==> src/sv/sacl_pkg.sv <==
`timescale 1ns / 1ps
// ----------------------------------------------------------------------------
// sacl_pkg - shared types and constants
// Field widths, register codes, sequencer states and the control and status
// bundles between the sequencer and the way unit.
// ----------------------------------------------------------------------------
package sacl_pkg;

    localparam int WAY_W      = 3;   // way number field
    localparam int RANK_W     = 3;   // recency rank, 0 = oldest
    localparam int SET_OUT_W  = 10;  // set_index result field
    localparam int CNT_W      = 32;  // hit and miss counters
    localparam int IDX_BITS_W = 4;   // index_bits register
    localparam int WAY_BITS_W = 2;   // way_bits register
    localparam int CFG_IDX_W  = 1;
    localparam int CFG_DATA_W = 4;
    localparam int OUT_BITS   = 1 + WAY_W + SET_OUT_W + 2 * CNT_W;
    localparam int OUT_DATA_W = ((OUT_BITS + 7) / 8) * 8;

    localparam logic [CFG_IDX_W-1:0] CFG_INDEX_BITS = 1'b0;
    localparam logic [CFG_IDX_W-1:0] CFG_WAY_BITS   = 1'b1;

    typedef enum logic [2:0] {
        ST_CLEAR,
        ST_IDLE,
        ST_SCAN,
        ST_UPDATE,
        ST_DONE
    } t_state;

    typedef struct packed {
        logic             start;  // new lookup, drop previous results
        logic             step;   // read data of one way is present
        logic [WAY_W-1:0] way;    // way of the read data
    } t_unit_ctl;

    typedef struct packed {
        logic              hit;
        logic [WAY_W-1:0]  sel;       // hit way, or least recent way
        logic [RANK_W-1:0] old_rank;  // rank of sel before the access
    } t_unit_res;

endpackage

==> src/sv/sacl_way_unit.sv <==
`timescale 1ns / 1ps
// ----------------------------------------------------------------------------
// sacl_way_unit - per-way compare and rank unit
// Takes one way of a set per step: tag match and least-recent search.
// Also gives the new rank of a way for the write-back pass.
// ----------------------------------------------------------------------------
module sacl_way_unit #(
    parameter int TAG_W = 26
) (
    input  logic                        i_clk,
    input  logic                        i_rst_n,
    input  sacl_pkg::t_unit_ctl         i_ctl,
    input  logic                        i_rd_valid,
    input  logic [TAG_W-1:0]            i_rd_tag,
    input  logic [sacl_pkg::RANK_W-1:0] i_rd_rank,
    input  logic [TAG_W-1:0]            i_tag,
    input  logic [sacl_pkg::WAY_W-1:0]  i_wmask,
    input  logic [sacl_pkg::WAY_W-1:0]  i_upd_way,
    input  logic [sacl_pkg::RANK_W-1:0] i_upd_rank,
    output sacl_pkg::t_unit_res         o_res,
    output logic [sacl_pkg::RANK_W-1:0] o_new_rank
);

    logic                        r_hit;
    logic [sacl_pkg::WAY_W-1:0]  r_hit_way;
    logic [sacl_pkg::RANK_W-1:0] r_hit_rank;
    logic [sacl_pkg::WAY_W-1:0]  r_min_way;
    logic [sacl_pkg::RANK_W:0]   r_min_rank;
    logic                        match;
    logic                        older;

    assign match = i_rd_valid && (i_rd_tag == i_tag);
    assign older = {1'b0, i_rd_rank} < r_min_rank;

    always_ff @(posedge i_clk) begin
        if (!i_rst_n) begin
            r_hit      <= 1'b0;
            r_min_rank <= '1;
        end else if (i_ctl.start) begin
            r_hit      <= 1'b0;
            r_min_rank <= '1;
        end else if (i_ctl.step) begin
            // keep the first matching way
            if (match && !r_hit) begin
                r_hit <= 1'b1;
            end
            // strict compare keeps the lowest way among equal ranks
            if (older) begin
                r_min_rank <= {1'b0, i_rd_rank};
            end
        end
    end

    always_ff @(posedge i_clk) begin
        if (i_ctl.step && match && !r_hit) begin
            r_hit_way  <= i_ctl.way;
            r_hit_rank <= i_rd_rank;
        end
        if (i_ctl.step && older) begin
            r_min_way <= i_ctl.way;
        end
    end

    always_comb begin
        o_res.hit      = r_hit;
        o_res.sel      = r_hit ? r_hit_way : r_min_way;
        o_res.old_rank = r_hit ? r_hit_rank : r_min_rank[sacl_pkg::RANK_W-1:0];
    end

    // accessed way becomes the newest, the ones above it move down by one
    always_comb begin
        if (i_upd_way == o_res.sel) begin
            o_new_rank = sacl_pkg::RANK_W'(i_wmask);
        end else if (i_upd_rank > o_res.old_rank) begin
            o_new_rank = i_upd_rank - 1'b1;
        end else begin
            o_new_rank = i_upd_rank;
        end
    end

endmodule

==> config.mk <==
export PLATFORM = sky130hd
export DESIGN_NAME = sacl_way_unit
export DESIGN_NICKNAME = d
export VERILOG_FILES = /design/src/sv/sacl_pkg.sv /design/src/sv/sacl_way_unit.sv
export SDC_FILE = /design/constraint.sdc
export NUM_CORES = 1
export LEC_CHECK = 0
export BUFFER_PORTS_ARGS = -buffer_cell sky130_fd_sc_hd__buf_4
export CORE_ASPECT_RATIO = 0.7
export CORE_MARGIN = 5
export CORE_UTILIZATION = 30
export CTS_BUF_LIST = sky130_fd_sc_hd__clkbuf_2 sky130_fd_sc_hd__clkbuf_4 sky130_fd_sc_hd__clkbuf_8
export CTS_CLUSTER_DIAMETER = 30
export DETAILED_ROUTE_END_ITERATION = 8
export GPL_TIMING_DRIVEN = 0
export PLACE_DENSITY = 0.64
export SYNTH_ARGS = -nofsm -noshare
export SYNTH_HDL_FRONTEND = slang
export SYNTH_SLANG_ARGS = --single-unit
export TNS_END_PERCENT = 50
==> constraint.sdc <==
create_clock -name i_clk -period 4.8 [get_ports i_clk]
set_input_delay 0.48 -clock i_clk [delete_from_list [all_inputs] [get_ports i_clk]]
set_output_delay 0.48 -clock i_clk [all_outputs]
set_load 0.02 [all_outputs]
* Word level (Yosys, flattened, before mapping)
Cells that the tools add are included.
** Storage, ports and cells
- Bits in registers :: 14
- Word-level logic and storage cells :: 24
- Output and inout bits :: 10
- Input bits :: 72
** Cells by class
- Mux-type cells :: 4
- Add/subtract/negate cells :: 1
- Order comparisons :: 2
- Equal/unequal tests :: 2
- Bitwise logic cells :: 1
- Reduce and logical (&&, ||, !) cells :: 9
** Operators by type and width (count)
- $eq A26 B26 Y1 :: 1
- $mux W3 :: 4
- $logic_and A1 B1 Y1 :: 5
- $lt A3 B4 Y1 :: 1
- $reduce_and A2 Y1 :: 2
- $eq A3 B3 Y1 :: 1
- $gt A3 B3 Y1 :: 1
- $sub A3 B1 Y3 const B :: 1
- $reduce_or A2 Y1 :: 1
- $logic_not A1 Y1 :: 1
- $not A1 Y1 :: 1

* Depth between registers and ports, before layout
- Depth in word-level cells :: 4
- Gate-level depth with buffers :: 8
- Gate-level depth less buffers :: 7

* Least setup slack after synthesis
Ideal clock, no wire load.
- Kind :: reg2out
- From :: reg r_hit
- To :: out o_new_rank[1] in the netlist's numbering
- Data arrival time :: 2111 ps
- Cell stages (with the launch flop) :: 8
- Path slack :: 2209 ps
- Buffers on the path :: 1
- Data required time :: 4320 ps
- Cells stage by stage :: dfxtp_1 buf_6 mux2_1 ha_1 and3_1 nor3_1 mux2i_1 mux2_1
** RTL lines
- start: declaration :: RTL line sacl_way_unit.sv:24 : logic r_hit;
- start signal: assignment :: RTL line sacl_way_unit.sv:37 : r_hit <= 1'b0;
- start signal: assignment :: RTL line sacl_way_unit.sv:40 : r_hit <= 1'b0;
- start signal: assignment :: RTL line sacl_way_unit.sv:45 : r_hit <= 1'b1;
- end: declaration :: RTL line sacl_way_unit.sv:21 : output logic [sacl_pkg::RANK_W-1:0] o_new_rank

* Final worst setup path
- From :: reg r_hit
- To :: out o_new_rank[1] in the netlist's numbering
** On the way
- Longest elaborated chain between the ends :: 4
- Elaborated cells between the ends (all ways) :: 6
- Those cells by class :: order compare: 1; eq/ne: 1; mux: 4
** RTL lines
- $mux W3 :: RTL line sacl_way_unit.sv:67 : o_res.old_rank = r_hit ? r_hit_rank : r_min_rank[sacl_pkg::RANK_W-1:0];
- $gt A3 B3 Y1 :: RTL line sacl_way_unit.sv:74 : end else if (i_upd_rank > o_res.old_rank) begin
- $mux W3 :: RTL line sacl_way_unit.sv:74
- $mux W3 (*) :: RTL line sacl_way_unit.sv:72 : if (i_upd_way == o_res.sel) begin
Every way passes the cells marked *; elsewhere a longest branch is shown, timed or not.

==> impl_metrics.ini <==
[outcome]
status = finished clean

[synth]
synth_area_sq_mm = 0.001092
yosysTopAreaCell = edfxtp_1
synth_top_family_by_area = XOR/XNOR gates
synth_mux_area_frac = 0.07331
avgSynthCellArea_sq_um = 10.40
synth_top_area_frac = 0.2474
synth.ff_latch_count = 14
synthCells = 105
synth_cell_types = 33
ys_seq_area_frac = 0.3391
synthXorXnorAreaFrac = 0.2486
synth.area.top_cells = edfxtp_1, xor2_1, dfxtp_1, xnor2_1, ha_1
synthSimpleGateAreaFrac = 0.1501
synth-compound-area-share = 0.07216
synth_nets = 183
synthAdderAreaFrac = 0.06873
yosys_warnings = 0

[die]
design.core.area_sq_mm = 0.003513
placementRows = 18
chipHeight_microns = 60.49
die_w_microns = 82.12
die_area_sq_mm = 0.004967
pin_count = 82
start_util = 0.3109

[drt]
viasPerCell = 4.367
antenna_left = 0
dr.pass1.iters = 4
wirelength_microns = 3175
drt_iter0_drc = 25
wl_per_cell_microns = 13.23
num_vias = 1048
drc = 0

[global_routing]
grt.total_usage = 0.1346
grt_overflow = 0
grt_max_degree = 11
grt_pass1_vias = 1120
antenna_found_initial = 0
grt_pass1_wl_microns = 5030

[worst_setup_path]
crit_start = r_hit
crit_required_ps = 4320
worst-path-max-fanout = 10
r2r-start = r_hit
reg2regPathDepth = 3
reg2reg_to = r_hit_rank[2]
start_kind = flip-flop
worst_setup_path_end_kind = output pin
r2r_setup_slack_ps = 2900
path_class = reg -> out
crit_arrival_ps = 2430

[timing]
fin_crit_ps = 2913
worst_pin_slew_ps = 824.9
post-route-period-util = 0.6068
rsz0062_at_grt = false
hold_violations = 0
hold_ws_ps = 420.7
slew_headroom = 0.4475
setup_viol = 0
fin_tns_setup_ps = 0
clock_skew_ps = 2.461
fmax_ghz = 0.3433
slew_violations = 0

[finish]
insertedDiodeCount = 0
fin_cells = 240
fillCellCount = 345
layout-drive-gt1-share = 0.4895
syn2layout_area_growth_pct = 65.86
post-route-util = 0.5157
nets = 269

[clock_network]
cts_buffer_depth = 2
cts_sinks = 14
ctsRootBufferMaster = clkbuf_8
clk_pin_slew_ps = 60
cts_hold_buf = 0
htree_levels = 1
cts_tree = built
cts_resized = 0
cts-buffers-inserted = 3
insertion_delay_ps = 240
postCtsSetupBuffers = 0

[pwr]
peakVddDrop_mv = 0.1676
finalPower_uw = 354.0
leakage_uw = 0.0008564
pwr_density_cell_mw_per_mm2 = 195.4

[hold_path]
hold_depth = 1
hold_start = i_ctl[1]
hold_end = r_min_way[1]
hp-class = in -> reg

[place]
hpwlAfterDp_microns = 2846
gp_congestion = 0.7547
dp.cells = 236
port_buffers = 81

[run]
maxCapViolations = 0
worst max path at each step:
stage / endpoint / slack, ps / cells after the start
floorplan: o_new_rank[1] / 2210 / 7
global placement: o_new_rank[1] / 2140 / 8
detailed placement: o_new_rank[1] / 2120 / 8
CTS: o_new_rank[1] / 1850 / 8
global route: o_new_rank[1] / 1700 / 8
finish: o_new_rank[1] / 1890 / 8
cell families (layout without fill, tap and decap cells):
family | count (synthesis) | in the layout
flops | 14 | 14
compound gates | 12 | 12
mux | 7 | 7
fa+ha+maj | 6 | 6
simple gates | 24 | 24
buf+inv | 11 | 96
xor+xnor | 31 | 31
layer usage:
layer | vias up | track usage | wire, microns | share of wire
met5 | - | 0 | 0 | 0
met4 | 0 | 0.02844 | 42 | 0.013
li1 | 538 | - | - | -
met1 | 476 | 0.1455 | 1212 | 0.38
met2 | 28 | 0.2612 | 1744 | 0.55
met3 | 6 | 0.04006 | 176 | 0.055
per-stage QoR:
step / cell area (sq um) / setup slack (ps)
after floorplan: 1092 / 2209
after global placement: 1763 / 2141
after detailed placement: 1763 / 2125
after CTS: 1812 / 1849
after global routing: 1812 / 1700
final: 1812 / 1887
where the power goes:
part	internal (uW)	total [uW]	switching, uW
Sequential	131	132	0.825
Combinational	69.2	117	48.2
Clock	64.3	105	40.2
critical path, stage by stage, from the launching register on:
cell	delay, ps
dfxtp_1	340
buf_6	150
mux2_1	370
ha_1	270
and3_1	160
nor3_1	340
mux2i_1	120
mux2_1	280
buf_4	160
layout by cell type, fill, tap and decap left out:
cell type | Yosys | layout
o21ai_1 | 2 | 2
or4_4 | 1 | 1
nand3_1 | 1 | 1
nand2b_1 | 1 | 1
nor4_4 | 1 | 1
nand2_1 | 7 | 7
a21o_1 | 1 | 1
buf_6 | 1 | 1
nor3_4 | 1 | 1
clkbuf_8 | 0 | 3
o21ai_0 | 2 | 2
nor4b_1 | 1 | 1
buf_4 | 1 | 82
o21a_1 | 3 | 3
clkbuf_4 | 0 | 1
ha_1 | 6 | 6
nor3_1 | 1 | 1
inv_1 | 9 | 9
nand3_2 | 1 | 1
mux2_2 | 1 | 1
a31oi_1 | 1 | 1
and3_1 | 1 | 1
mux2i_1 | 2 | 2
nor2b_1 | 1 | 1
xor2_1 | 21 | 21
edfxtp_1 | 9 | 9
nor4_1 | 4 | 4
o211ai_1 | 2 | 2
xnor2_1 | 10 | 10
mux2_4 | 1 | 1
a211oi_1 | 1 | 1
mux2_1 | 3 | 3
dfxtp_1 | 5 | 5
nor2_1 | 1 | 1
nand4_1 | 2 | 2
Yosys cell counts:
cell	count
a21o_1	1
xnor2_1	10
nand2b_1	1
nor4_1	4
xor2_1	21
a31oi_1	1
nor3_1	1
or4_4	1
nor3_4	1
mux2_2	1
mux2_1	3
nor2b_1	1
inv_1	9
mux2_4	1
nand3_1	1
o21ai_0	2
edfxtp_1	9
o21ai_1	2
nor4b_1	1
nor2_1	1
nand3_2	1
buf_4	1
nand4_1	2
o211ai_1	2
nor4_4	1
a211oi_1	1
mux2i_1	2
o21a_1	3
buf_6	1
ha_1	6
nand2_1	7
and3_1	1
dfxtp_1	5
state kept, by name (all words and copies together), names as in the netlist:
register and flops:
r_hit_way 3, r_hit_rank 3, r_min_rank 4, r_hit 1
r_min_way 3
layout make-up:
| class | instances | area (sq um) | share of cell area |
|---|---|---|---|
| buffer | 2 | 18.77 | 0.01036 |
| clock buffer | 4 | 48.80 | 0.02693 |
| inverter | 9 | 33.78 | 0.01865 |
| multi-input combinational | 80 | 669.4 | 0.3695 |
| sequential | 14 | 370.4 | 0.2044 |
| tap | 50 | 62.56 | 0.03453 |
| timing repair buffer | 81 | 608.1 | 0.3356 |
No activity file was read; power rests on OpenSTA's default activity.
